### src/hdl/ist_pkg.sv
// Interval statistics package: request/result structs, opcodes, snapshot type.
// No dependencies.
`default_nettype none
package ist_pkg;

    localparam int unsigned IST_SAMPLE_BITS = 32;
    localparam int unsigned IST_ACC_BITS    = 64;

    typedef enum logic [1:0] {
        OP_ADD    = 2'd0,
        OP_CLEAR  = 2'd1,
        OP_REPORT = 2'd2,
        OP_NONE   = 2'd3
    } ist_op_t;

    typedef struct packed {
        logic [1:0]  operation;
        logic [31:0] sample;
    } item_t;

    typedef struct packed {
        logic [31:0] sample_count;
        logic [31:0] minimum;
        logic [31:0] maximum;
        logic [31:0] mean;
        logic [31:0] variance;
        logic [15:0] std_dev;
    } result_t;

    // Accumulator snapshot handed from front to back
    typedef struct packed {
        logic [IST_ACC_BITS-1:0] sum;
        logic [IST_ACC_BITS-1:0] sumsq;
        logic [31:0]             count;
        logic [31:0]             smallest;
        logic [31:0]             largest;
    } ist_snap_t;

endpackage
`default_nettype wire

### src/hdl/ist_front.sv
// Front end: accepts requests, squares samples, keeps the accumulators and
// pushes a snapshot per report. Depends on ist_pkg.
`default_nettype none
module ist_front
    import ist_pkg::*;
#(
    parameter int unsigned SAMPLE_BITS = IST_SAMPLE_BITS
)(
    input  wire logic      clk,
    input  wire logic      rst_n,
    input  wire logic      item_valid,
    output logic           item_ready,
    input  wire item_t     item,
    output logic           snap_push,
    input  wire logic      snap_ready,
    output ist_snap_t      snap
);

    logic                       s1_valid_reg, s2_valid_reg;
    logic [1:0]                 s1_op_reg, s2_op_reg;
    logic [SAMPLE_BITS-1:0]     s1_sample_reg, s2_sample_reg;
    logic [2*SAMPLE_BITS-1:0]   s2_sq_reg;
    logic [IST_ACC_BITS-1:0]    sum_reg, sum_next, sumsq_reg, sumsq_next;
    logic [31:0]                count_reg, count_next;
    logic [31:0]                min_reg, min_next, max_reg, max_next;
    logic [31:0]                s2_wide;
    logic                       adv;

    // whole pipe holds while a report waits for queue space
    assign adv        = !(s2_valid_reg && (s2_op_reg == OP_REPORT) && !snap_ready);
    assign item_ready = adv;
    assign snap_push  = s2_valid_reg && (s2_op_reg == OP_REPORT) && snap_ready;
    assign snap       = '{sum: sum_reg, sumsq: sumsq_reg, count: count_reg,
                          smallest: min_reg, largest: max_reg};
    assign s2_wide    = 32'(s2_sample_reg);

    always_comb
    begin
        sum_next   = sum_reg;
        sumsq_next = sumsq_reg;
        count_next = count_reg;
        min_next   = min_reg;
        max_next   = max_reg;
        if (s2_valid_reg && adv)
        begin
            unique case (s2_op_reg)
                OP_ADD:
                begin
                    sum_next   = sum_reg + IST_ACC_BITS'(s2_sample_reg);
                    sumsq_next = sumsq_reg + IST_ACC_BITS'(s2_sq_reg);
                    count_next = count_reg + 32'd1;
                    if (s2_wide < min_reg) min_next = s2_wide;
                    if (s2_wide > max_reg) max_next = s2_wide;
                end
                OP_CLEAR:
                begin
                    sum_next   = '0;
                    sumsq_next = '0;
                    count_next = '0;
                    min_next   = '1;
                    max_next   = '0;
                end
                default: ;
            endcase
        end
    end

    always_ff @(posedge clk or negedge rst_n)
    begin
        if (!rst_n)
        begin
            s1_valid_reg <= 1'b0;
            s2_valid_reg <= 1'b0;
            sum_reg      <= '0;
            sumsq_reg    <= '0;
            count_reg    <= '0;
            min_reg      <= '1;
            max_reg      <= '0;
        end
        else
        begin
            if (adv)
            begin
                s1_valid_reg <= item_valid;
                s2_valid_reg <= s1_valid_reg;
            end
            sum_reg   <= sum_next;
            sumsq_reg <= sumsq_next;
            count_reg <= count_next;
            min_reg   <= min_next;
            max_reg   <= max_next;
        end
    end

    always_ff @(posedge clk)
    begin
        if (adv)
        begin
            s1_op_reg     <= item.operation;
            s1_sample_reg <= item.sample[SAMPLE_BITS-1:0];
            s2_op_reg     <= s1_op_reg;
            s2_sample_reg <= s1_sample_reg;
            s2_sq_reg     <= s1_sample_reg * s1_sample_reg;
        end
    end

endmodule
`default_nettype wire

### config.mk
export PLATFORM = sky130hd
export DESIGN_NAME = ist_front
export DESIGN_NICKNAME = d
export VERILOG_FILES = /design/src/hdl/ist_pkg.sv /design/src/hdl/ist_front.sv
export SDC_FILE = /design/constraint.sdc
export NUM_CORES = 2
export LEC_CHECK = 0
export BUFFER_PORTS_ARGS = -buffer_cell sky130_fd_sc_hd__buf_2
export CORE_MARGIN = 2
export CORE_UTILIZATION = 35
export CTS_CLUSTER_DIAMETER = 200
export DETAILED_ROUTE_END_ITERATION = 12
export SLEW_MARGIN = 10
export SYNTH_ARGS = -nofsm -noshare
export SYNTH_HDL_FRONTEND = slang
export SYNTH_SLANG_ARGS = --single-unit
### constraint.sdc
create_clock -name clk -period 9.44 [get_ports clk]
set_input_delay 1.888 -clock clk [delete_from_list [all_inputs] [get_ports clk]]
set_output_delay 1.888 -clock clk [all_outputs]
set_load 0.1 [all_outputs]
==> results.md <==
* Status: completed
* Hold_buf cts at 0
* CTS clk-pin slew, worst paths at 0.07 ns
* Max Clk Rate at 114 MHz
* Port bufs at 263
* # Max-Cap Violations at 0
* Pins Over Slew Limit at 0
* Post-cts sizing count at 0
* H-tree Lvls at 2
* # setup viols final at 0
* Number of top-level pins at ~260
* CP max-delay cell: edfxtp_1
* Fin crit share at 0.926
* Vias/cell at 5.07
* Syn-to-layout area delta at 9.65%
* Crit path capture type: flop
* Layout cells sized above 1 at 0.0878
* Clock skew at 0.0403 ns
* Vias in the first global route at 38700
* Mapped cell area at between 0.04 and 0.05 mm^2
* DRC at 0
* Hold Path Class: reg -> reg
* Syn_area_per_cell at ~9.5 um^2
* Top Family by Delay on Critical Path: adder cells
* Setup TNS at 0 ns
* Largest net degree at the start of global routing at 108
* Post-CTS Setup Inserts at 0
* Clock latency on the worst-skew pair at 0.60 ns
* Worst Tran Pin Value at 1.04 ns
* Antenna-violating nets left at 0
* CP Data Arrival Time at 9.08 ns
* Final HPWL DP at 121000 um
* Core area at 0.140 mm^2
* Synth Warn # at 0
* RR Startpoint: s1_sample_reg[19]$_DFFE_PN_
* Post-synth top flop: dfrtp_1
* CP most frequent cell: fa_1
* CP Data Required Time at 9.78 ns
* Origin of the worst setup path: s1_sample_reg[19]$_DFFE_PN_
* Tmin final at 8.74 ns
* Netlist cell types at between 80 and 90
* CTS tree: yes
* Post-synthesis net count at 6454
* Die span in x at 379 um
* DRT iter0 DRCs at 2283
* Die ar. at 0.144 mm^2
* Worst Setup Start Kind: flop
* Async set-or-reset flop fraction in the synthesized netlist at 0.635
* Worst Hold Launch: s1_op_reg[0]$_DFFE_PN_
* Seq/Total Area, Yosys at 0.195
* WS Path Type: reg -> reg
* GRT Resource Usage Total at 0.206
* CP max FO at 28
* Final Hold Viols at 0
* Number of enable flip-flop cells after synthesis at 130
* Slowest stage delay, CP at between 0.7 and 0.8 ns
* Yosys reg bits at 356
* Vias at 36700
* Mapped Cells at 5171
* Slew HR at 0.309
* First-pass DRT Iterations at 6
* Die H at 379 um
* Rows at ~140
* Sink Count at 356
* Clock Path Buffers at 3
* First-pass GRT wire length at 228000 um
* RSZ-0062 raised after global routing: false
* Avg WL per Cell at approximately 20 um
* Buf+Inv Stages, Crit Path at 5
* GRT overflow at 0
* Layout Nets at between 6000 and 7000
* CTS Buf Count at 38
* Root Buffer: clkbuf_16
* Starting Density at 0.353
* Final WL at 147000 um
* Initial antenna violation count at 1
* Routability Congestion at 0.916
logic make-up (layout without fill, tap and decap cells):
kind of cell / Yosys count / count (layout) / synth area share
AOI/OAI and AO/OA: 831 / 831 / 0.110
xor gates and xnor gates: 214 / 214 / 0.0380
adders and majority gates: 1245 / 1245 / 0.437
buffers and inverters: 1307 / 1500 / 0.0999
DFF: 356 / 356 / 0.195
muxes: 9 / 9 / 0.00188
other: 0 / 1 / 0
and+or+nand+nor: 1209 / 1209 / 0.118
worst reg2reg max path: cells and delay by family (launching register included):
family | cells | cell delay (ns)
buf+inv | 5 | 0.76
simple gates | 5 | 0.83
fa+ha+maj | 9 | 4.49
compound gates | 5 | 1.56
xor+xnor | 1 | 0.16
flops | 1 | 0.76
cells in the mapped netlist, drive strengths merged, types with 41 or more instances:
library cell	n	share of area
nand3	85	0.0087
fa	795	0.32
a21oi	205	0.021
edfxtp	130	0.079
ha	450	0.11
xnor2	107	0.019
and3	41	0.0052
nand2	488	0.037
clkbuf	186	0.014
xor2	107	0.019
o21ai	216	0.022
dfrtp	194	0.098
and2	240	0.030
a21o	103	0.016
inv	1096	0.083
nor2	165	0.013
nand4	58	0.0074
layer usage:
| layer | wire (um) | global-route usage |
|---|---|---|
| met1 | 60600 | 0.260 |
| met2 | 73800 | 0.365 |
| met3 | 8590 | 0.0287 |
| met4 | 4320 | 0.0559 |
| met5 | 0 | 0 |
placed cells by master (no fill, tap or decap), drive strengths merged, types with 12 or more instances in the layout:
cell	instances
inv	1100
fa	795
nand2	488
ha	450
buf	332
and2	240
o21ai	216
a21oi	205
dfrtp	194
nor2	165
edfxtp	130
xor2	107
xnor2	107
a21o	103
nand3	85
nand4	58
clkbuf	46
and3	41
a22o	40
o21bai	33
dfstp	32
a31oi	27
o22a	27
nor3	26
nor2b	26
o21a	22
o31ai	22
or3	18
nand2b	18
a211oi	16
clkinv	15
nor4	14
o211ai	13
a31o	12
worst paths after layout:
| check | end | slack [ns] | cells past startpoint |
|---|---|---|---|
| min in group asynchronous | sum_reg[19]$_DFFE_PN0P_ | 1.40 | 1 |
| max in group asynchronous | max_reg[20]$_DFFE_PN0P_ | 6.53 | 2 |
| min | s2_op_reg[0]$_DFFE_PN_ | 0.43 | 0 |
| max | s2_sq_reg[62]$_DFFE_PN_ | 0.70 | 25 |
| max reg2reg | s2_sq_reg[62]$_DFFE_PN_ | 0.70 | 25 |
| min reg2reg | s2_op_reg[0]$_DFFE_PN_ | 0.43 | 0 |
metrics by stage:
stage	hold WS (ns)	instances	utilization	setup WS [ns]	cell area (um^2)
floorplan	0.400	5171	-	1.72	49300
global placement	0.408	7171	0.378	0.804	52800
detailed placement	0.405	7171	0.378	0.789	52800
CTS	0.423	7240	0.387	0.782	54100
global route	0.444	7240	0.387	0.242	54100
finish	0.425	7241	0.387	0.699	54100
layout make-up:
cell class                      count  area [um^2]
Inverter                         1099         4130
Multi-Input combinational cell   3508        34800
Sequential cell                   356         9600
Clock inverter                     23          308
Antenna cell                        1         2.50
Timing Repair Buffer              332         1870
Tap cell                         1876         2350
Fill cell                       13900        85600
Clock buffer                       46         1000
Power is left out: the tool's default activity adds up to more than one toggle a clock period on the data nets, which glitch-free logic cannot reach.
