[src/hdl/ist_pkg.sv]
// Interval statistics package: request/result structs, opcodes, snapshot type.
// No dependencies.
`default_nettype none
package ist_pkg;

    localparam int unsigned IST_SAMPLE_BITS = 32;
    localparam int unsigned IST_ACC_BITS    = 64;

    typedef enum logic [1:0] {
        OP_ADD    = 2'd0,
        OP_CLEAR  = 2'd1,
        OP_REPORT = 2'd2,
        OP_NONE   = 2'd3
    } ist_op_t;

    typedef struct packed {
        logic [1:0]  operation;
        logic [31:0] sample;
    } item_t;

    typedef struct packed {
        logic [31:0] sample_count;
        logic [31:0] minimum;
        logic [31:0] maximum;
        logic [31:0] mean;
        logic [31:0] variance;
        logic [15:0] std_dev;
    } result_t;

    // Accumulator snapshot handed from front to back
    typedef struct packed {
        logic [IST_ACC_BITS-1:0] sum;
        logic [IST_ACC_BITS-1:0] sumsq;
        logic [31:0]             count;
        logic [31:0]             smallest;
        logic [31:0]             largest;
    } ist_snap_t;

endpackage
`default_nettype wire

[src/hdl/ist_back.sv]
// Back end: bit-serial divides for mean and mean square, a square, the
// subtract and a bitwise root; holds the result register. Depends on ist_pkg.
`default_nettype none
module ist_back
    import ist_pkg::*;
(
    input  wire logic      clk,
    input  wire logic      rst_n,
    input  wire logic      snap_valid,
    output logic           snap_pop,
    input  wire ist_snap_t snap,
    output logic           result_valid,
    input  wire logic      result_ready,
    output result_t        result
);

    typedef enum logic [6:0] {
        S_IDLE = 7'b0000001,
        S_DIVM = 7'b0000010,
        S_DIVV = 7'b0000100,
        S_SQ   = 7'b0001000,
        S_SUB  = 7'b0010000,
        S_ROOT = 7'b0100000,
        S_OUT  = 7'b1000000
    } state_t;

    state_t          state_reg, state_next;
    ist_snap_t       snap_reg;
    logic [63:0]     dq_reg;
    logic [32:0]     rem_reg;
    logic [5:0]      cnt_reg;
    logic [31:0]     mean_reg, msq_reg, sq_reg, var_reg;
    logic [15:0]     root_reg, bit_reg;
    logic            res_valid_reg;
    result_t         res_reg;

    logic [32:0]     shifted;
    logic            ge;
    logic [63:0]     quot;
    logic [15:0]     trial;
    logic [31:0]     trial_sq;
    logic            out_free;

    assign shifted  = {rem_reg[31:0], dq_reg[63]};
    assign ge       = (shifted >= {1'b0, snap_reg.count});
    assign quot     = {dq_reg[62:0], ge};
    assign trial    = root_reg | bit_reg;
    assign trial_sq = trial * trial;
    assign out_free = !res_valid_reg || result_ready;

    assign snap_pop     = (state_reg == S_IDLE) && snap_valid;
    assign result_valid = res_valid_reg;
    assign result       = res_reg;

    always_comb
    begin
        state_next = state_reg;
        unique case (state_reg)
            S_IDLE: if (snap_valid) state_next = S_DIVM;
            S_DIVM: if (cnt_reg == 6'd63) state_next = S_DIVV;
            S_DIVV: if (cnt_reg == 6'd63) state_next = S_SQ;
            S_SQ:   state_next = S_SUB;
            S_SUB:  state_next = S_ROOT;
            S_ROOT: if (bit_reg[0]) state_next = S_OUT;
            S_OUT:  if (out_free) state_next = S_IDLE;
            default: state_next = S_IDLE;
        endcase
    end

    always_ff @(posedge clk or negedge rst_n)
    begin
        if (!rst_n)
        begin
            state_reg     <= S_IDLE;
            res_valid_reg <= 1'b0;
        end
        else
        begin
            state_reg <= state_next;
            if (state_reg == S_OUT && out_free)
                res_valid_reg <= 1'b1;
            else if (result_ready)
                res_valid_reg <= 1'b0;
        end
    end

    always_ff @(posedge clk)
    begin
        unique case (state_reg)
            S_IDLE:
            begin
                snap_reg <= snap;
                dq_reg   <= snap.sum;
                rem_reg  <= '0;
                cnt_reg  <= '0;
            end
            S_DIVM, S_DIVV:
            begin
                rem_reg <= ge ? (shifted - {1'b0, snap_reg.count}) : shifted;
                dq_reg  <= quot;
                cnt_reg <= cnt_reg + 6'd1;
                if (cnt_reg == 6'd63)
                begin
                    rem_reg <= '0;
                    dq_reg  <= snap_reg.sumsq;
                    if (state_reg == S_DIVM)
                        mean_reg <= (snap_reg.count == 32'd0) ? 32'd0 : quot[31:0];
                    else
                        msq_reg <= quot[31:0];
                end
            end
            S_SQ:
                sq_reg <= 32'(mean_reg * mean_reg);
            S_SUB:
            begin
                // only the low word of the difference is reported
                var_reg  <= (snap_reg.count < 32'd2) ? 32'd0 : (msq_reg - sq_reg);
                root_reg <= '0;
                bit_reg  <= 16'h8000;
            end
            S_ROOT:
            begin
                if (var_reg >= trial_sq) root_reg <= trial;
                bit_reg <= bit_reg >> 1;
            end
            S_OUT:
                if (out_free)
                    res_reg <= '{sample_count: snap_reg.count,
                                 minimum:      snap_reg.smallest,
                                 maximum:      snap_reg.largest,
                                 mean:         mean_reg,
                                 variance:     var_reg,
                                 std_dev:      root_reg};
            default: ;
        endcase
    end

endmodule
`default_nettype wire

[config.mk]
export PLATFORM = sky130hd
export DESIGN_NAME = ist_back
export DESIGN_NICKNAME = d
export VERILOG_FILES = /design/src/hdl/ist_pkg.sv /design/src/hdl/ist_back.sv
export SDC_FILE = /design/constraint.sdc
export NUM_CORES = 2
export LEC_CHECK = 0
export BUFFER_PORTS_ARGS = -buffer_cell sky130_fd_sc_hd__buf_2
export CORE_UTILIZATION = 25
export CTS_CLUSTER_SIZE = 20
export DETAILED_ROUTE_END_ITERATION = 8
export HOLD_SLACK_MARGIN = 0.02
export RECOVER_POWER = 50
export SKIP_LAST_GASP = 1
export SLEW_MARGIN = 40
export SYNTH_ARGS = -nofsm -noshare
export SYNTH_HDL_FRONTEND = slang
export SYNTH_SLANG_ARGS = --single-unit
[constraint.sdc]
create_clock -name clk -period 13.7 [get_ports clk]
set_clock_uncertainty 0.15 [all_clocks]
set_input_delay 0.685 -clock clk [delete_from_list [all_inputs] [get_ports clk]]
set_output_delay 0.685 -clock clk [all_outputs]
set_load 0.02 [all_outputs]
==> impl_metrics.yaml <==
sta:
  fmax_mhz: 101
  holdWs_ns: 0.0748
  finalCritPeriodShare_pct: 72.4
  rsz0062_at_grt: "false"
  tns_ns: 0
  finalHoldViolCount: 0
  setup_viol: 0
  slew_violations: 442
  relSlewSlack_pct: -134
  tightestPinTransition_ns: 3.51
  final.min_clock_period_ns: 9.92
worst_setup_path:
  cp-end-kind: "register"
  path_class: "reg -> reg"
  worstPathRequired_ns: 13.89
  cp_data_arrival_time_ns: 10.11
  cpMostUsedCell: "inv_1"
  slowest_delay_ns: 0.69
  crit_fanout: 16
  slowest_stage: "a2111oi_0"
  startpoint_type: "register"
synth:
  avgSynthCellArea_um2: 11.5
  synth_cell_types: 80
  synth_flop_cell: "edfxtp_1"
  synth_seq_area_share_pct: 40.2
  netlist_instances: 3915
  syn_nets: 4996
  synth_area_mm2: 0.0452
  synth_warnings: 0
  synth_edf_count: 597
  synth-async-reset-ratio_pct: 1.32
  synth_seq_cells: 605
layout:
  fin_util_pct: 30.0
  final_cell_mix: "inv_1 (791), edfxtp_1 (597), fa_1 (526)"
  nets: 5563
  drive_above_1_share_pct: 8.38
  final_common_cell: "inv_1"
  final_cells: 6892
  largest_reg_flops: 176
  area_growth_syn_to_layout_pct: 18.8
die:
  rows: 155
  fp.dieH_um: 427
  num_io_pins: 406
  die_x_um: 427
  die_area_mm2: 0.182
  initial_core_util_pct: 25.2
  core_area_mm2: 0.179
global_route:
  grt.total_usage_pct: 13.7
  grt_overflow: 0
  antenna_found_initial: 7
  grt_pass1_wl_um: 189000
  grt_pass1_vias: 31900
  grt_max_degree: 97
place:
  gp_congestion: 0.898
  hpwl_um: 96600
  io_buffer_count: 405
  dp.cells: 6608
drt:
  antenna_left: 0
  vias_per_cell: 4.32
  drt_wl_total_um: 123000
  drc: 0
  wl_per_cell_um: 17.9
  first_pass_iters: 5
  vias: 29800
  drtIter0Drc: 1702
run:
  cap_violations: 13
clock_network:
  clock_latency_ns: 0.70
  cts_made_buffers: 70
  cts_root_buffer: "clkbuf_16"
  cts_tree: "yes"
  cts.reportedPaths.clkPinSlew_ns: 0.06
  clock-sinks: 605
  cts_resized: 0
  htree_num_levels: 3
  clock_path_buffers: 3
worst_hold_path:
  min_path_type: "in -> reg"
status:
  run_status: "complete, but fails checks"
  violations: "max-capacitance violations, max-slew violations"
pwr:
  ir_drop_v: 0.000127
  p_per_area_mw_per_mm2: 117
  total_leakage_power_nw: 24.1
  finalPower_w: 0.00629
[cell type report]
class	instances	area (µm²)
well taps	2355	2950
fillers	18300	125000
repair buffers	599	3620
clock buffers	85	1810
clock inverters	39	450
inverters	799	3010
diodes	3	7.51
multi-input cells	2407	23700
flip-flops and latches	605	18100
[worst paths after layout]
check / cells after the start / end / from / slack [ns]
max: 35 / root_reg[13] / root_reg[3] / 3.78
min: 1 / snap_reg[116] / snap[116] / 0.07
max reg2reg: 35 / root_reg[13] / root_reg[3] / 3.78
min reg2reg: 0 / result[105] / snap_reg[25] / 0.26
max in group asynchronous: 2 / state_reg[2] / rst_n / 12.56
min in group asynchronous: 2 / state_reg[6] / rst_n / 0.38
[logic make-up (layout without fill, tap and decap cells)]
| family | Yosys count | in the layout | synth area share (%) |
|---|---|---|---|
| AO/OA/AOI/OAI | 425 | 425 | 5.86 |
| XOR/XNOR | 132 | 132 | 2.56 |
| adder cells (fa/ha/maj) | 854 | 854 | 32.4 |
| buffers and inverters | 903 | 1522 | 7.57 |
| flip-flops | 605 | 605 | 40.2 |
| multiplexers | 77 | 77 | 1.72 |
| other | 0 | 3 | 0 |
| AND/OR/NAND/NOR | 919 | 919 | 9.74 |
[power by group]
part	internal, W	switching [W]	total, W	leakage, nW
Clock	0.00102	0.000836	0.00186	1.06
Combinational	0.000608	0.000999	0.00161	17.3
Sequential	0.00258	0.000245	0.00282	5.73
Total	0.00421	0.00208	0.00629	24.1
[routing by layer]
layer / part of all wire (%) / GRT usage (%) / up-vias
met1: 40 / 16.1 / 15100
met4: 4.8 / 6.23 / 2
li1: - / - / 13800
met5: 0.0089 / 0 / -
met2: 52 / 24.5 / 604
met3: 3.7 / 1.67 / 205
[cells in the mapped netlist (16+ instances only)]
library cell / count / area, µm²
inv_1: 792 / 2970
edfxtp_1: 597 / 17900
fa_1: 526 / 10500
ha_1: 327 / 4090
nand2_1: 322 / 1210
nor2_1: 203 / 762
and2_1: 136 / 851
o21ai_0: 132 / 661
a21oi_1: 111 / 556
clkbuf_1: 96 / 360
xnor2_1: 84 / 736
mux2i_1: 74 / 741
nor2b_1: 53 / 332
a21o_1: 51 / 383
nor3_1: 50 / 250
xor2_1: 48 / 420
o21a_1: 31 / 233
nand2b_1: 28 / 175
nand3_1: 25 / 125
nand4_1: 17 / 106
and3_1: 16 / 100
or2_2: 16 / 100
[through the flow]
| step | worst slack [ns] | cell area [µm²] |
|---|---|---|
| after CTS | 3.74 | 53900 |
| after global routing | 3.02 | 53600 |
| after detailed placement | 3.80 | 50100 |
| final | 3.78 | 53600 |
| after global placement | 3.80 | 50000 |
| after floorplan | 4.22 | 45200 |
[critical path, delay by kind of cell (launching register included)]
kind | cells | cell delay (ns)
AOI/OAI and AO/OA | 10 | 2.66
xor gates and xnor gates | 1 | 0.20
adders and majority gates | 8 | 3.66
buffers and inverters | 8 | 0.94
DFF | 1 | 0.39
and+or+nand+nor | 8 | 1.52
[repair_timing]
action                                 4_1_cts  5_1_grt
hold buffers                               156        0
setup buffers                                0        0
endpoints found under the hold margin      163        0
No activity file was read; power rests on OpenSTA's default activity.
