--- src/hdl/ist_pkg.sv ---
// Interval statistics package: request/result structs, opcodes, snapshot type.
// No dependencies.
`default_nettype none
package ist_pkg;

    localparam int unsigned IST_SAMPLE_BITS = 32;
    localparam int unsigned IST_ACC_BITS    = 64;

    typedef enum logic [1:0] {
        OP_ADD    = 2'd0,
        OP_CLEAR  = 2'd1,
        OP_REPORT = 2'd2,
        OP_NONE   = 2'd3
    } ist_op_t;

    typedef struct packed {
        logic [1:0]  operation;
        logic [31:0] sample;
    } item_t;

    typedef struct packed {
        logic [31:0] sample_count;
        logic [31:0] minimum;
        logic [31:0] maximum;
        logic [31:0] mean;
        logic [31:0] variance;
        logic [15:0] std_dev;
    } result_t;

    // Accumulator snapshot handed from front to back
    typedef struct packed {
        logic [IST_ACC_BITS-1:0] sum;
        logic [IST_ACC_BITS-1:0] sumsq;
        logic [31:0]             count;
        logic [31:0]             smallest;
        logic [31:0]             largest;
    } ist_snap_t;

endpackage
`default_nettype wire

--- src/hdl/ist_queue.sv ---
// Two-entry snapshot queue between front and back. Depends on ist_pkg.
`default_nettype none
module ist_queue
    import ist_pkg::*;
(
    input  wire logic      clk,
    input  wire logic      rst_n,
    input  wire logic      push,
    output logic           push_ready,
    input  wire ist_snap_t push_data,
    output logic           pop_valid,
    input  wire logic      pop,
    output ist_snap_t      pop_data
);

    ist_snap_t   mem_reg [2];
    logic        wr_ptr_reg, rd_ptr_reg;
    logic [1:0]  fill_reg;

    assign push_ready = (fill_reg != 2'd2);
    assign pop_valid  = (fill_reg != 2'd0);
    assign pop_data   = mem_reg[rd_ptr_reg];

    always_ff @(posedge clk or negedge rst_n)
    begin
        if (!rst_n)
        begin
            wr_ptr_reg <= 1'b0;
            rd_ptr_reg <= 1'b0;
            fill_reg   <= 2'd0;
        end
        else
        begin
            if (push) wr_ptr_reg <= !wr_ptr_reg;
            if (pop)  rd_ptr_reg <= !rd_ptr_reg;
            fill_reg <= fill_reg + 2'(push) - 2'(pop);
        end
    end

    always_ff @(posedge clk)
    begin
        if (push) mem_reg[wr_ptr_reg] <= push_data;
    end

endmodule
`default_nettype wire

--- config.mk ---
export PLATFORM = sky130hd
export DESIGN_NAME = ist_queue
export DESIGN_NICKNAME = d
export VERILOG_FILES = /design/src/hdl/ist_pkg.sv /design/src/hdl/ist_queue.sv
export SDC_FILE = /design/constraint.sdc
export NUM_CORES = 1
export LEC_CHECK = 0
export BUFFER_PORTS_ARGS = -buffer_cell sky130_fd_sc_hd__buf_2
export CAP_MARGIN = 20
export CORE_MARGIN = 2
export CORE_UTILIZATION = 50
export CTS_BUF_LIST = sky130_fd_sc_hd__clkbuf_8
export DETAILED_ROUTE_END_ITERATION = 12
export GPL_TIMING_DRIVEN = 0
export HOLD_SLACK_MARGIN = 0.05
export PLACE_DENSITY = 0.85
export SETUP_SLACK_MARGIN = 0.05
export SKIP_LAST_GASP = 1
export SLEW_MARGIN = 10
export SYNTH_ARGS = -nofsm -noshare
export SYNTH_HDL_FRONTEND = slang
export SYNTH_SLANG_ARGS = --single-unit
--- constraint.sdc ---
create_clock -name clk -period 12.7 [get_ports clk]
set_input_delay 1.27 -clock clk [delete_from_list [all_inputs] [get_ports clk]]
set_output_delay 1.27 -clock clk [all_outputs]
set_load 0.03 [all_outputs]
==> metrics.log, run 1 <==
INFO  metric detail_route.drc_violations = 0
INFO  metric cts_setup_buffers = 0
INFO  metric worstPathArrival = 2.08 ns
INFO  metric portBuffers = ~450
INFO  metric placement_rows = 67
INFO  metric regToRegEndpoint = mem_reg[0][189]$_DFFE_PP_
INFO  metric timing_hold_violations_final = 0
INFO  metric first_pass_grt_wire_length = 53100 µm
INFO  metric r2r_start = wr_ptr_reg$_DFFE_PN0P_
INFO  metric fp.dieW = 188 µm
INFO  metric netlist-cell-type-count = 14
INFO  metric run_status = completed
INFO  metric post-route-min-period = 3.35 ns
INFO  metric cts_num_sinks = around 450
INFO  metric clkTransAtPathRegs = 0.06 ns
INFO  metric initial_core_util = just over 50%
INFO  metric clkPwrFrac = 21.2%
INFO  metric finalWirelength = 36100 µm
INFO  metric grt_max_degree = 61
INFO  metric worst_hold_path_type = in -> async
INFO  metric pwr_density_cell = around 240 mW/mm²
INFO  metric share_seq_of_total_power = 39.2%
INFO  metric mostFrequentLayoutCells = buf_2, edfxtp_1, mux2_4
INFO  metric netSwitchingFraction = between 30% and 40%
INFO  metric finalMaxSlewViolations = 0
INFO  metric post_synth.cell_area_avg = 23.8 µm²
INFO  metric cts_buffers = 72
INFO  metric detail_route.iter0.violations = 415
INFO  metric worstSetupStartpointType = flip-flop
INFO  metric p_leak = 8.61 nW
INFO  metric worstMarginPinSlew = approximately 0.56 ns
INFO  metric final_net_count = 1481
INFO  metric seq_area_frac_synth = 79.8%
INFO  metric grt_remaining_overflow = 0
INFO  metric grt_util_all_layers = 20.1%
INFO  metric rsz_0062_raised_after_global_routing = false
INFO  metric final_common_cell = buf_2
INFO  metric postLayoutCellArea = 0.0214 mm²
INFO  metric timing_limited_maximum_frequency = 0.299 GHz
INFO  metric combPwrFrac = 39.6%
INFO  metric syn-num-nets = 942
INFO  metric post_cts_resize_count = 0
INFO  metric place.gp.congestion = just under 0.8
INFO  metric fin_crit_sh = 26.4%
INFO  metric routed.top_layer = met5
INFO  metric cts_max_path_buffers = 3
INFO  metric sequential_cell_area = 0.0136 mm²
INFO  metric worst_setup_path_end_kind = primary output
INFO  metric multiInputGateArea = 0.00319 mm²
INFO  metric grt_antenna_before_repair = 7
INFO  metric cellInternalPower = 3.34 mW
INFO  metric placed_instance_area = 0.0201 mm²
INFO  metric met2_length = 19300 µm
INFO  metric worst_slew_margin_rel = between 60% and 70%
INFO  metric nFillCells = 2264
INFO  metric timing.setup.critical_path_class = reg -> out
INFO  metric wl_per_cell = 20.6 µm
INFO  metric die_h = approximately 190 µm
INFO  metric cts_tree = built
INFO  metric clockRootBuffer = clkbuf_8
INFO  metric netlist_instances = 712
INFO  metric ys_warn_count = 0
INFO  metric syn-cell-area = 0.0170 mm²
INFO  metric ctsHtreeMaxLevel = 3
INFO  metric clock-skew-final = 0.0110 ns
INFO  metric post_route_cells_drive_above_1_share = between 60% and 70%
INFO  metric ios = 454
INFO  metric power_switching = roughly 1.9 mW
INFO  metric met3_length = roughly 3000 µm
INFO  metric max_reg_flops = 448
INFO  metric via_per_inst = 4.97
INFO  metric vias_in_the_first_global_route = 9419
INFO  metric drt.antenna.violating_nets = 0
INFO  metric num_vias = between 8000 and 9000
INFO  metric timing.max_cap.violations = 0
INFO  metric area_growth_syn_to_layout = 26.0%
INFO  metric worst_ir_drop_vdd = roughly 0.16 mV
INFO  metric worst_r2r_path_depth = 6
INFO  metric cts.hold.buffers_added = 0
INFO  metric worstPathRequired = 11.43 ns
INFO  metric totalNegativeSetupSlack = 0 ns
INFO  metric synth_seq_cells = 452
INFO  metric core_area = 0.0334 mm²
INFO  metric die_area = 0.0354 mm²
INFO  metric report.final.setup_viol = 0
INFO  metric total_power = 5.22 mW
INFO  metric hpwlAfterDp = 25400 µm
INFO  metric ff2ff_setup_slack = 10.32 ns
INFO  metric clkLatencyLatePin = 0.60 ns
INFO  metric worst_path_maximum_fanout = 10
INFO  metric met1_length = 12800 µm
INFO  metric detail_route.first_pass.iterations = 4
==> routing by layer <==
| layer | GRT usage (%) | vias up |
|---|---|---|
| li1 | - | 3947 |
| met1 | 21.4 | 4347 |
| met2 | 35.9 | 354 |
| met3 | 7.04 | 66 |
| met4 | 9.15 | 4 |
| met5 | 0 | - |
==> metrics by stage <==
step | hold WS (ns) | setup slack [ns] | instances | util, %
final | 0.465 | 9.35 | 1754 | 63.9
after floorplan | 0.455 | 0.942 | 712 | -
after global routing | 0.439 | 9.22 | 1752 | 63.9
after detailed placement | 0.544 | 9.32 | 1625 | 60.1
after global placement | 0.469 | -4.22 | 1613 | 59.2
after CTS | 0.409 | 9.23 | 1749 | 63.9
==> power groups by stage <==
stage               combinational, mW  clock, mW  sequential (mW)
floorplan                        1.50          0             2.15
global placement                 1.99          0             2.21
detailed placement               2.08          0             2.08
CTS                              2.09       1.15             2.05
global route                     2.16       1.20             2.07
finish                           2.06       1.11             2.05
==> worst max-delay path, stage by stage, from the launching register on <==
cell     delay (ns)
dfrtp_1        0.34
buf_6          0.16
buf_6          0.21
buf_6          0.25
mux2_4         0.32
buf_2          0.19
==> cell type report <==
cell class / instances / area share, %
Tap cell: 448 / 2.62
Clock inverter: 52 / 1.34
Buffer: 25 / 1.11
Antenna cell: 5 / 0.0585
Multi-Input combinational cell: 233 / 14.9
Inverter: 2 / 0.0351
Timing Repair Buffer: 465 / 11.9
Clock buffer: 72 / 4.63
Sequential cell: 452 / 63.4
==> cells by family after synthesis <==
group         share of synthesized area (%)
xor+xnor                              0.243
fa+ha+maj                             0.147
buf+inv                                1.44
flops                                  79.8
mux                                    18.2
simple gates                          0.148
==> synth_stat cells, drive strengths merged <==
cell	count	area, µm²
and2	1	6.26
nor2b	1	6.26
buf	25	238
edfxtp	448	13500
dfrtp	4	100
nand2b	1	6.26
xor3	1	23.8
inv	2	7.51
or2	1	6.26
ha	2	25.0
xor2	2	17.5
mux2	224	3090
==> how the worst max path moves through the flow <==
stage	start	end	slack, ns	cells after the start
final	rd_ptr_reg$_DFFE_PN0P_	pop_data[152]	9.35	5
after global routing	rd_ptr_reg$_DFFE_PN0P_	pop_data[148]	9.22	5
after CTS	rd_ptr_reg$_DFFE_PN0P_	pop_data[152]	9.23	5
after detailed placement	push	mem_reg[0][193]$_DFFE_PP_	9.32	7
after global placement	push	mem_reg[0][193]$_DFFE_PP_	-4.22	2
after floorplan	push	mem_reg[0][0]$_DFFE_PP_	0.94	1
Power figures use the tool's default switching activity.
==> run 2, diff against run 1 <==
--- a/config.mk
+++ b/config.mk
@@ -5,6 +5,7 @@
 export SDC_FILE = /design/constraint.sdc
 export NUM_CORES = 1
 export LEC_CHECK = 0
+export ABC_AREA = 1
 export BUFFER_PORTS_ARGS = -buffer_cell sky130_fd_sc_hd__buf_2
 export CAP_MARGIN = 20
 export CORE_MARGIN = 2
@@ -13,7 +14,7 @@
 export DETAILED_ROUTE_END_ITERATION = 12
 export GPL_TIMING_DRIVEN = 0
 export HOLD_SLACK_MARGIN = 0.05
-export PLACE_DENSITY = 0.85
+export PLACE_DENSITY = 0.86
 export SETUP_SLACK_MARGIN = 0.05
 export SKIP_LAST_GASP = 1
 export SLEW_MARGIN = 10
==> constraint.sdc (replaced) <==
create_clock -name clk -period 3.4 [get_ports clk]
set_input_delay 0.34 -clock clk [delete_from_list [all_inputs] [get_ports clk]]
set_output_delay 0.34 -clock clk [all_outputs]
set_load 0.03 [all_outputs]
==> run 2 against run 1 <==
  * Clock power grew to 3.8 times the previous value
  * Hold slack worse by 0.35 ns
  * Clock-buffer cell count is 4 higher
  * Via count is 46% higher
  * Sequential share of layout area is 5.9 points lower
  * Clock skew is 0.015 ns higher
  * Register-to-register slack worse by 9.1 ns
  * Global-route usage is 8.3 points higher
  * Utilization is 6.7 points higher
==> metrics.log, run 2 <==
INFO  metric placement_rows = 67
INFO  metric mostFrequentLayoutCells = buf_2, edfxtp_1, inv_1
INFO  metric worst_r2r_path_depth = 5
INFO  metric hpwlAfterDp = 29200 µm
INFO  metric synthDominantAreaCellType = edfxtp_1
INFO  metric final_common_cell = buf_2
INFO  metric post-route-min-period = 2.53 ns
INFO  metric timing.max_cap.violations = 0
INFO  metric die_h = 188 µm
INFO  metric syn-cell-area = 0.0169 mm²
INFO  metric syn-num-nets = 1425
INFO  metric wl_per_cell = approximately 20 µm
INFO  metric fin_crit_sh = 74.5%
INFO  metric num_vias = 12700
INFO  metric worstSetupPathDepth = 4
INFO  metric pwr_density_cell = 875 mW/mm²
INFO  metric p_leak = ~10 nW
INFO  metric worstPathArrival = 2.19 ns
INFO  metric placed_instance_area = 0.0200 mm²
INFO  metric finalWirelength = 50700 µm
INFO  metric post-synth-top-area-fraction = between 70% and 80%
INFO  metric layout_setup_ws = 0.867 ns
INFO  metric start_point_of_the_critical_path = rd_ptr_reg$_DFFE_PN0P_
INFO  metric detail_route.iter0.violations = between 900 and 1000
INFO  metric worstMarginPinSlew = 0.626 ns
INFO  metric clock-skew-final = 0.0261 ns
INFO  metric post_layout_nonfiller_instances = 2472
INFO  metric post-synth-top-count-cell = edfxtp_1
INFO  metric cp_slowest_stage_delay = 0.56 ns
INFO  metric cts_setup_buffers = 0
INFO  metric ios = ~450
INFO  metric timing.critical_path.to = pop_data[12]
INFO  metric timing.hold.ws = 0.116 ns
INFO  metric post_route_cells_drive_above_1_share = approximately 30%
INFO  metric synth.top_cells.by_count = edfxtp_1, nand2_1, inv_1, o21ai_0, o21ai_1
INFO  metric core_area = between 0.03 and 0.04 mm²
INFO  metric post_cts_resize_count = 0
INFO  metric post_layout_util = 70.6%
INFO  metric clkTransAtPathRegs = 0.06 ns
INFO  metric worst_path_maximum_fanout = 10
INFO  metric regToRegEndpoint = mem_reg[0][126]$_DFFE_PP_
INFO  metric max_reg_flops = approximately 450
INFO  metric netlist-cell-type-count = 14
INFO  metric postSynth.topFlopCell = edfxtp_1
INFO  metric vias_in_the_first_global_route = 13800
INFO  metric finalMaxSlewViolations = 0
INFO  metric detail_route.first_pass.iterations = 5
INFO  metric report.final.setup_viol = 0
INFO  metric post_synth.cell_area_avg = 14.1 µm²
INFO  metric grt_max_degree = 38
INFO  metric detail_route.drc_violations = 0
INFO  metric r2r_start = wr_ptr_reg$_DFFE_PN0P_
INFO  metric worstSetupStartpointType = flip-flop
INFO  metric final_net_count = 2195
INFO  metric clkLatencyLatePin = 0.57 ns
INFO  metric grt_antenna_before_repair = 8
INFO  metric cts_tree = built
INFO  metric postLayoutCellArea = 0.0236 mm²
INFO  metric worst_setup_path_end_kind = primary output
INFO  metric yosys-top-cells-area = edfxtp_1, nand2_1, inv_1
INFO  metric timing.critical_path.cells = buf_6 > clkbuf_1 > o21ai_0 > buf_2
INFO  metric netlist_instances = approximately 1200
INFO  metric ctsHtreeMaxLevel = 3
INFO  metric portBuffers = approximately 450
INFO  metric place.gp.congestion = 0.833
INFO  metric total_power = 20.6 mW
INFO  metric seq_area_frac_synth = 80.4%
INFO  metric cts_num_sinks = 452
INFO  metric via_per_inst = a little over 5
INFO  metric initial_core_util = between 50 and 60%
INFO  metric synth_enable_flop_cells = between 400 and 500
INFO  metric grt_util_all_layers = roughly 28%
INFO  metric async_set_or_reset_flop_fraction_in_the_synthesized_netlist = 0.885%
INFO  metric timing_hold_violations_final = 0
INFO  metric totalNegativeSetupSlack = 0 ns
INFO  metric timing.setup.critical_path_class = reg -> out
INFO  metric fp.dieW = roughly 190 µm
INFO  metric run_status = completed
INFO  metric die_area = 0.0352 mm²
INFO  metric numPlacedInstances = 2110
INFO  metric grt_remaining_overflow = 0
INFO  metric drt.antenna.violating_nets = 0
INFO  metric slowest_stage = o21ai_0
INFO  metric nFillCells = 1956
INFO  metric pre_cts_slack = 1.11 ns
INFO  metric area_growth_syn_to_layout = 39.8%
INFO  metric cts_buffers = 74
INFO  metric first_pass_grt_wire_length = 76100 µm
INFO  metric worst_ir_drop_vdd = 0.662 mV
INFO  metric cts_max_path_buffers = 3
INFO  metric ys_warn_count = 0
INFO  metric timing_limited_maximum_frequency = 0.395 GHz
INFO  metric worst_slew_margin_rel = 57.9%
INFO  metric cp_top_family = buffers and inverters
INFO  metric worst_hold_path_type = in -> async
INFO  metric clockRootBuffer = clkbuf_8
INFO  metric rsz_0062_raised_after_global_routing = false
INFO  metric worstPathRequired = 3.06 ns
INFO  metric cp.buffers_inverters = 3
INFO  metric synth_seq_cells = ~450
INFO  metric ff2ff_setup_slack = 1.20 ns
run 2: worst reg2reg max path, cell delays in order (launching register included):
cell	delay, ns
dfrtp_1	0.44
nor2_4	0.43
buf_12	0.27
buf_12	0.25
buf_12	0.23
buf_12	0.24
run 2: how the worst min path moves through the flow:
stage,from,to,slack [ns],depth (start not counted)
final,rst_n,fill_reg[0]$_DFF_PN0_,0.12,2
after global routing,rst_n,fill_reg[0]$_DFF_PN0_,0.10,2
after CTS,rst_n,fill_reg[0]$_DFF_PN0_,0.06,2
after detailed placement,rst_n,wr_ptr_reg$_DFFE_PN0P_,0.15,1
after global placement,rst_n,wr_ptr_reg$_DFFE_PN0P_,0.15,1
after floorplan,rst_n,fill_reg[0]$_DFF_PN0_,0.04,0
run 2: cells by family after synthesis:
family,after synthesis,share of synthesized area [%]
AO/OA/AOI/OAI,224,6.65
AND/OR/NAND/NOR,234,5.22
adder cells (fa/ha/maj),2,0.148
XOR/XNOR,2,0.104
buffers and inverters,281,7.47
flip-flops,452,80.4
run 2: report_power, final:
part           switching (mW)  internal [mW]
Clock                    2.11           2.15
Combinational            6.36           2.31
Sequential              0.305           7.38
run 2: timing repair:
action	in CTS	in global routing
setup endpoints to repair	0	0
hold buffers	227	0
hold endpoints to repair	455	0
run 2: cell type report:
type                            count  area, µm²  area share (%)
Tap cell                          448        561            2.38
Multi-Input combinational cell    462       2050            8.71
Inverter                          231        871            3.70
Antenna cell                        8       20.0          0.0850
Clock buffer                       76       1050            4.44
Sequential cell                   452      13600            57.5
Clock inverter                     51        239            1.01
Buffer                             50        393            1.67
Timing Repair Buffer              694       4830            20.5
run 2: metal layers:
layer	GRT usage [%]	part of all wire (%)	up-vias	wire length, µm
li1	-	-	5611	-
met1	30.4	33	6065	16900
met2	51.5	53	836	26600
met3	6.29	7.8	213	3950
met4	17.0	6.4	0	3230
met5	0	0	-	0
